**src/dca_pkg.sv**
```systemverilog
// Package for the debounced current alarm: alert classes, state and config types.
package dca_pkg;

    typedef enum logic [1:0] {
        CLASS_NONE = 2'd0,
        CLASS_HIGH = 2'd1,
        CLASS_LOW  = 2'd2
    } t_class;

    // Configuration register indexes
    localparam logic [2:0] REG_DEBOUNCE = 3'd0;
    localparam logic [2:0] REG_COOLDOWN = 3'd1;
    localparam logic [2:0] REG_HIGH_THR = 3'd2;
    localparam logic [2:0] REG_LOW_THR  = 3'd3;
    localparam logic [2:0] REG_FLOOR    = 3'd4;

    // Reset values of the configuration registers
    localparam logic [7:0]         RST_DEBOUNCE = 8'd3;
    localparam logic [31:0]        RST_COOLDOWN = 32'd60000;
    localparam logic signed [15:0] RST_HIGH_THR = 16'sd10000;
    localparam logic signed [15:0] RST_LOW_THR  = 16'sd1000;
    localparam logic signed [15:0] RST_FLOOR    = 16'sd150;

    localparam logic [7:0] RUN_MAX = 8'd255;

    typedef struct packed {
        logic [7:0]         debounce_count;
        logic [31:0]        cooldown_ms;
        logic signed [15:0] high_threshold_ma;
        logic signed [15:0] low_threshold_ma;
        logic signed [15:0] floor_ma;
    } t_cfg;

    typedef struct packed {
        t_class      active_alert;
        t_class      candidate_class;
        logic [7:0]  breach_run;
        logic [47:0] last_raise_ms;   // zero means never raised
    } t_state;

endpackage

```
**src/dca_step.sv**
```systemverilog
// Per-beat alarm update: classify the sample, advance the run, apply cooldown; a clear resets.
module dca_step
    import dca_pkg::*;
(
    input  t_cfg               i_cfg,
    input  t_state             i_state,
    input  logic               i_kind,
    input  logic signed [15:0] i_current_ma,
    input  logic [47:0]        i_now_ms,
    output t_state             o_state
);

    t_class      det;
    logic [7:0]  run_new;
    logic [47:0] elapsed;
    logic        cool_ok;

    always_comb begin
        if (i_current_ma > i_cfg.high_threshold_ma) begin
            det = CLASS_HIGH;
        end else if ((i_current_ma > i_cfg.floor_ma) &&
                     (i_current_ma < i_cfg.low_threshold_ma)) begin
            det = CLASS_LOW;
        end else begin
            det = CLASS_NONE;
        end
    end

    always_comb begin
        if (det == i_state.candidate_class) begin
            run_new = (i_state.breach_run == RUN_MAX) ? RUN_MAX
                                                      : i_state.breach_run + 8'd1;
        end else begin
            run_new = 8'd1;
        end
    end

    // Wraps modulo 2^48
    assign elapsed = i_now_ms - i_state.last_raise_ms;
    assign cool_ok = (elapsed > {16'd0, i_cfg.cooldown_ms}) ||
                     (i_state.last_raise_ms == 48'd0);

    always_comb begin
        o_state = i_state;
        if (i_kind || (det == CLASS_NONE)) begin
            o_state.active_alert    = CLASS_NONE;
            o_state.candidate_class = CLASS_NONE;
            o_state.breach_run      = 8'd0;
        end else begin
            o_state.candidate_class = det;
            o_state.breach_run      = run_new;
            if ((run_new >= i_cfg.debounce_count) && (i_state.active_alert != det)
                && cool_ok) begin
                o_state.active_alert  = det;
                o_state.last_raise_ms = i_now_ms;
            end
        end
    end

endmodule

```
**src/debounced_current_alarm.sv**
```systemverilog
// Debounced current alarm top level: input register, alarm update, result register.
//
//  channel | dir | handshake                 | payload
//  --------+-----+---------------------------+---------------------------------
//  in      | in  | i_in_valid / o_in_ready   | i_kind, i_current_ma, i_now_ms
//  out     | out | o_out_valid / i_out_ready | o_alert, o_alert_active
//  cfg     | in  | i_cfg_valid / o_cfg_ready | i_cfg_index, i_cfg_data
//
// One beat per cycle unless the result stalls; beats pass input then result register.
// The alarm state is read and written in the single stage between the input
// register and the result register, so back-to-back beats see each other.
// A stalled result holds the result register; the input register keeps taking
// beats as long as it drains, so ready drops only when both registers are full.
// Synchronous active-low reset clears valids, alarm state and loads config defaults.
// Config writes are always taken; the user must issue them only while idle, unchecked.
module debounced_current_alarm
    import dca_pkg::*;
(
    input  logic               i_clk,
    input  logic               i_rst_n,
    // item channel
    input  logic               i_in_valid,
    output logic               o_in_ready,
    input  logic               i_kind,
    input  logic signed [15:0] i_current_ma,
    input  logic [47:0]        i_now_ms,
    // result channel
    output logic               o_out_valid,
    input  logic               i_out_ready,
    output logic [1:0]         o_alert,
    output logic               o_alert_active,
    // config channel
    input  logic               i_cfg_valid,
    output logic               o_cfg_ready,
    input  logic [2:0]         i_cfg_index,
    input  logic [31:0]        i_cfg_data
);

    t_cfg               r_cfg;
    t_state             r_state;
    t_state             n_state;

    logic               r_in_valid;
    logic               r_in_kind;
    logic signed [15:0] r_in_current_ma;
    logic [47:0]        r_in_now_ms;

    logic               r_out_valid;
    t_class             r_out_alert;

    logic               advance;   // input register moves into result register
    logic               in_beat;

    assign advance    = r_in_valid && (!r_out_valid || i_out_ready);
    assign o_in_ready = !r_in_valid || advance;
    assign in_beat    = i_in_valid && o_in_ready;
    assign o_cfg_ready = 1'b1;

    // Config register file
    always_ff @(posedge i_clk) begin
        if (!i_rst_n) begin
            r_cfg.debounce_count    <= RST_DEBOUNCE;
            r_cfg.cooldown_ms       <= RST_COOLDOWN;
            r_cfg.high_threshold_ma <= RST_HIGH_THR;
            r_cfg.low_threshold_ma  <= RST_LOW_THR;
            r_cfg.floor_ma          <= RST_FLOOR;
        end else if (i_cfg_valid) begin
            case (i_cfg_index)
                REG_DEBOUNCE: r_cfg.debounce_count    <= i_cfg_data[7:0];
                REG_COOLDOWN: r_cfg.cooldown_ms       <= i_cfg_data;
                REG_HIGH_THR: r_cfg.high_threshold_ma <= i_cfg_data[15:0];
                REG_LOW_THR:  r_cfg.low_threshold_ma  <= i_cfg_data[15:0];
                REG_FLOOR:    r_cfg.floor_ma          <= i_cfg_data[15:0];
                default: ;    // unknown index ignored
            endcase
        end
    end

    // Input register
    always_ff @(posedge i_clk) begin
        if (!i_rst_n) begin
            r_in_valid <= 1'b0;
        end else if (o_in_ready) begin
            r_in_valid <= i_in_valid;
        end
    end

    always_ff @(posedge i_clk) begin
        if (in_beat) begin
            r_in_kind       <= i_kind;
            r_in_current_ma <= i_current_ma;
            r_in_now_ms     <= i_now_ms;
        end
    end

    dca_step u_step (
        .i_cfg        (r_cfg),
        .i_state      (r_state),
        .i_kind       (r_in_kind),
        .i_current_ma (r_in_current_ma),
        .i_now_ms     (r_in_now_ms),
        .o_state      (n_state)
    );

    // Alarm state
    always_ff @(posedge i_clk) begin
        if (!i_rst_n) begin
            r_state.active_alert    <= CLASS_NONE;
            r_state.candidate_class <= CLASS_NONE;
            r_state.breach_run      <= 8'd0;
            r_state.last_raise_ms   <= 48'd0;
        end else if (advance) begin
            r_state <= n_state;
        end
    end

    // Result register
    always_ff @(posedge i_clk) begin
        if (!i_rst_n) begin
            r_out_valid <= 1'b0;
        end else if (advance) begin
            r_out_valid <= 1'b1;
        end else if (i_out_ready) begin
            r_out_valid <= 1'b0;
        end
    end

    always_ff @(posedge i_clk) begin
        if (advance) begin
            r_out_alert <= n_state.active_alert;
        end
    end

    assign o_out_valid    = r_out_valid;
    assign o_alert        = r_out_alert;
    assign o_alert_active = (r_out_alert != CLASS_NONE);

endmodule

```
**config.mk**
```make
export PLATFORM = sky130hd
export DESIGN_NAME = debounced_current_alarm
export DESIGN_NICKNAME = d
export VERILOG_FILES = /design/src/dca_pkg.sv /design/src/dca_step.sv /design/src/debounced_current_alarm.sv
export SDC_FILE = /design/constraint.sdc
export NUM_CORES = 1
export LEC_CHECK = 0
export ABC_AREA = 1
export BUFFER_PORTS_ARGS = -buffer_cell sky130_fd_sc_hd__buf_2
export CORE_MARGIN = 3
export CORE_UTILIZATION = 50
export DETAILED_ROUTE_END_ITERATION = 10
export GPL_TIMING_DRIVEN = 0
export PLACE_DENSITY = 0.68
export RECOVER_POWER = 50
export SLEW_MARGIN = 25
export SYNTH_ARGS = -nofsm -noshare
export SYNTH_HDL_FRONTEND = slang
export SYNTH_HIERARCHICAL = 1
export SYNTH_SLANG_ARGS = --single-unit
```
**constraint.sdc**
```tcl
create_clock -name i_clk -period 8.27 [get_ports i_clk]
set_input_delay 1.654 -clock i_clk [delete_from_list [all_inputs] [get_ports i_clk]]
set_output_delay 1.654 -clock i_clk [all_outputs]
set_load 0.03 [all_outputs]
```
==> flow_summary.json <==
{
  "post_cts_resized": 0,
  "drt-total-wl_mm": 47.4,
  "core_area_um2": 31100,
  "clock_power_share_pct": 33.5,
  "drt-initial-drc-count": 1497,
  "worstSetupPathType": "register to register",
  "total_power_uw": 3330,
  "synth-seq-cells": 217,
  "crit_path_top_delay_cell": "fa_1",
  "htree_levels": 1,
  "maxSlewHeadroom_pct": -35.8,
  "rsz0062_at_grt": "no",
  "synth-edff-count": 67,
  "p_per_area_nw_per_um2": 187,
  "switching_share_pct": 34.9,
  "intPower_uw": 2170,
  "vias_per_cell": 5.24,
  "io_buffer_count": 108,
  "pre_cts_ws_ns": 3.05,
  "initial_core_util_pct": 51.4,
  "fin_ws_ns": 2.97,
  "grt_pass1_wl_mm": 74.4,
  "layout_min_cycle_time_ns": 5.30,
  "setup_tns_ns": 0,
  "gr-usage-all-layers_pct": 27.5,
  "p_seq_share_pct": 36.3,
  "yosys_warnings": 6,
  "max_cap_viol_count": 2,
  "netlist_area_um2": 16000,
  "fp.dieH_um": 185,
  "p_sw_uw": 1160,
  "grt_pass1_vias": 14200,
  "synth_nets": 2683,
  "synthToLayoutAreaGrowth_pct": 11.5,
  "rows": 64,
  "drc_errors": 0,
  "p_comb_share_pct": 30.2,
  "diodes": 0,
  "seq_area_frac_synth_pct": 31.4,
  "violations": "max-capacitance violations, max-slew violations",
  "synth.avg_cell_area_um2": 6.54,
  "p_leak_uw": 0.00906,
  "start_kind": "register",
  "cts.path.max_buffers": 3,
  "die-area_um2": 34100,
  "ir_worst_vdd_v": 0.000169,
  "critical_path.top_delay_family": "simple AND/OR/NAND/NOR gates",
  "cts_tree": "yes",
  "crit_buf_inv": 4,
  "postRouteAntennaNets": 0,
  "status": "finished with violations",
  "synthCells": 2442,
  "cts_root_buf": "clkbuf_16",
  "ys.flop_type": "dfxtp_1",
  "post_synth_num_cell_types": 43,
  "antenna_found_initial": 0,
  "grt_max_degree": 35,
  "period_share_pct": 64.1,
  "drtPass1Iterations": 6,
  "grt.overflow.total": 0,
  "wl_per_cell_um": 15.8,
  "worst_ep_required_time_ns": 8.75,
  "hold_class": "register to register",
  "cts_num_sinks": 217,
  "synth_largest_area_cell": "dfxtp_1",
  "dieWidth_um": 185,
  "finalSetupViolCount": 0,
  "synthArstFlopShare_pct": 0,
  "gp_congestion": 1.03,
  "ctsHoldBuffers": 0,
  "worst_slew_pin_slew_ns": 2.04,
  "dpl.hpwl_mm": 37.9,
  "critPathMostFrequentCell": "nand2_1",
  "synth.area.top_cells": "dfxtp_1, nand2_1, edfxtp_1",
  "cpPeakStageDelay_ns": 0.46,
  "io_pins": 111,
  "cp_max_fo": 10,
  "hold_viol_final": 0,
  "postCtsSetupBuffers": 0,
  "end_kind": "register",
  "path_clk_slew_ns": 0.06,
  "num_vias": 15700,
  "fmax_mhz": 189,
  "synth_top_cell_area_share_pct": 18.8,
  "finClkSkew_ns": 0.0217,
  "nNetsFinal": 2819,
  "layout-drive-gt1-share_pct": 10.0,
  "insertion_delay_ns": 0.54,
  "cts_made_buffers": 25,
  "cp.arrival_ns": 5.78,
  "finalMaxSlewViolations": 33
}
## cells in the mapped netlist, types with 2 or more instances
master    count
nand2_1     723
inv_1       383
nor2_1      353
dfxtp_1     150
ha_1        135
nand3_1     127
a21oi_1      88
nand4_1      80
edfxtp_1     67
nand3b_1     65
buf_2        34
clkbuf_1     27
nand2_2      25
o21ai_0      25
xor2_1       25
inv_2        24
nor3_1       15
nor2_2       13
buf_4         9
xnor2_1       9
nor4_1        8
o21bai_1      7
nor3_2        6
nor2_4        5
buf_1         4
nand3_2       4
o21a_1        4
a31oi_1       3
buf_12        3
o21ai_1       3
or2_2         3
a21o_1        2
a21oi_4       2
clkinv_1      2
## power by group through the flow
stage | registers, uW | logic (uW) | clock network (uW)
global route | 1220 | 1130 | 1190
global placement | 1230 | 959 | 0
floorplan | 1220 | 712 | 0
finish | 1210 | 1010 | 1110
detailed placement | 1230 | 981 | 0
CTS | 1210 | 988 | 1140
## metal layers
| layer | vias to the layer above | global-route usage, % | wire length (um) |
|---|---|---|---|
| met5 | - | 0 | 0 |
| met4 | 0 | 7.32 | 1320 |
| met3 | 75 | 4.66 | 4310 |
| met2 | 599 | 41.5 | 19600 |
| met1 | 7091 | 40.8 | 22100 |
| li1 | 7933 | - | - |
## layout by cell type (no fill, tap or decap), types with 4 or more instances in the layout
| cell type | instances |
|---|---|
| nor2_4 | 5 |
| xor2_1 | 25 |
| clkinv_2 | 4 |
| nor2_1 | 354 |
| nand4_1 | 80 |
| inv_1 | 382 |
| nand2_1 | 723 |
| edfxtp_1 | 67 |
| inv_2 | 24 |
| clkbuf_8 | 6 |
| o21a_1 | 4 |
| o21bai_1 | 7 |
| clkbuf_1 | 53 |
| a21oi_1 | 89 |
| ha_1 | 135 |
| xnor2_1 | 9 |
| nand3b_1 | 65 |
| nor3_2 | 6 |
| nand3_1 | 127 |
| dfxtp_1 | 150 |
| nor3_1 | 15 |
| nand2_2 | 25 |
| nor2_2 | 12 |
| buf_4 | 8 |
| o21ai_0 | 25 |
| clkbuf_16 | 26 |
| buf_2 | 125 |
| nand3_2 | 4 |
| nor4_1 | 8 |
## cells by family (layout without fill, tap and decap cells)
| kind of cell | after synthesis | after routing | share of synthesized area, % |
|---|---|---|---|
| DFF | 217 | 217 | 31.4 |
| adders and majority gates | 136 | 136 | 10.7 |
| and+or+nand+nor | 1430 | 1430 | 39.1 |
| buffers and inverters | 486 | 641 | 12.2 |
| AOI/OAI and AO/OA | 138 | 138 | 4.77 |
| xor gates and xnor gates | 34 | 34 | 1.86 |
| other | 1 | 1 | 0.0235 |
## flip-flops by register name, summed over array words and instances (netlist names)
name,cells
r_in_kind,1
r_in_current_ma,16
r_state,60
r_cfg,88
o_out_valid,1
r_in_valid,1
o_alert,2
r_in_now_ms,48
## worst min-delay path, cell delays in order, from the launching register on
cell     delay [ns]
dfxtp_1        0.33
nand2_1        0.05
nand3_1        0.05
## cell type report
class	instances	area (um2)
Fill cell	3082	13300
Timing Repair Buffer	109	532
Multi-Input combinational cell	1739	9000
Tap cell	396	495
Sequential cell	217	5010
Clock inverter	8	75.1
Inverter	409	1540
Buffer	77	402
Clock buffer	38	756
## stage by stage
| step | instances | area (um2) | utilization [%] | hold WS, ns |
|---|---|---|---|---|
| finish | 2993 | 17800 | 57.3 | 0.463 |
| global placement | 2946 | 17000 | 54.8 | 0.441 |
| floorplan | 2442 | 16000 | - | 0.429 |
| global route | 2993 | 17800 | 57.3 | 0.485 |
| detailed placement | 2947 | 17000 | 54.8 | 0.450 |
| CTS | 2993 | 17900 | 57.5 | 0.464 |
## path summary, 6_finish.rpt
path / startpoint / end / slack, ns / depth (start not counted)
worst max-delay path: r_in_now_ms[0] / r_state[36] / 2.97 / 35
worst min-delay path: r_cfg[21] / r_cfg[21] / 0.46 / 2
worst max register to register: r_in_now_ms[0] / r_state[36] / 2.97 / 35
worst min register to register: r_cfg[21] / r_cfg[21] / 0.46 / 2
(Power assumes the default switching activity.)
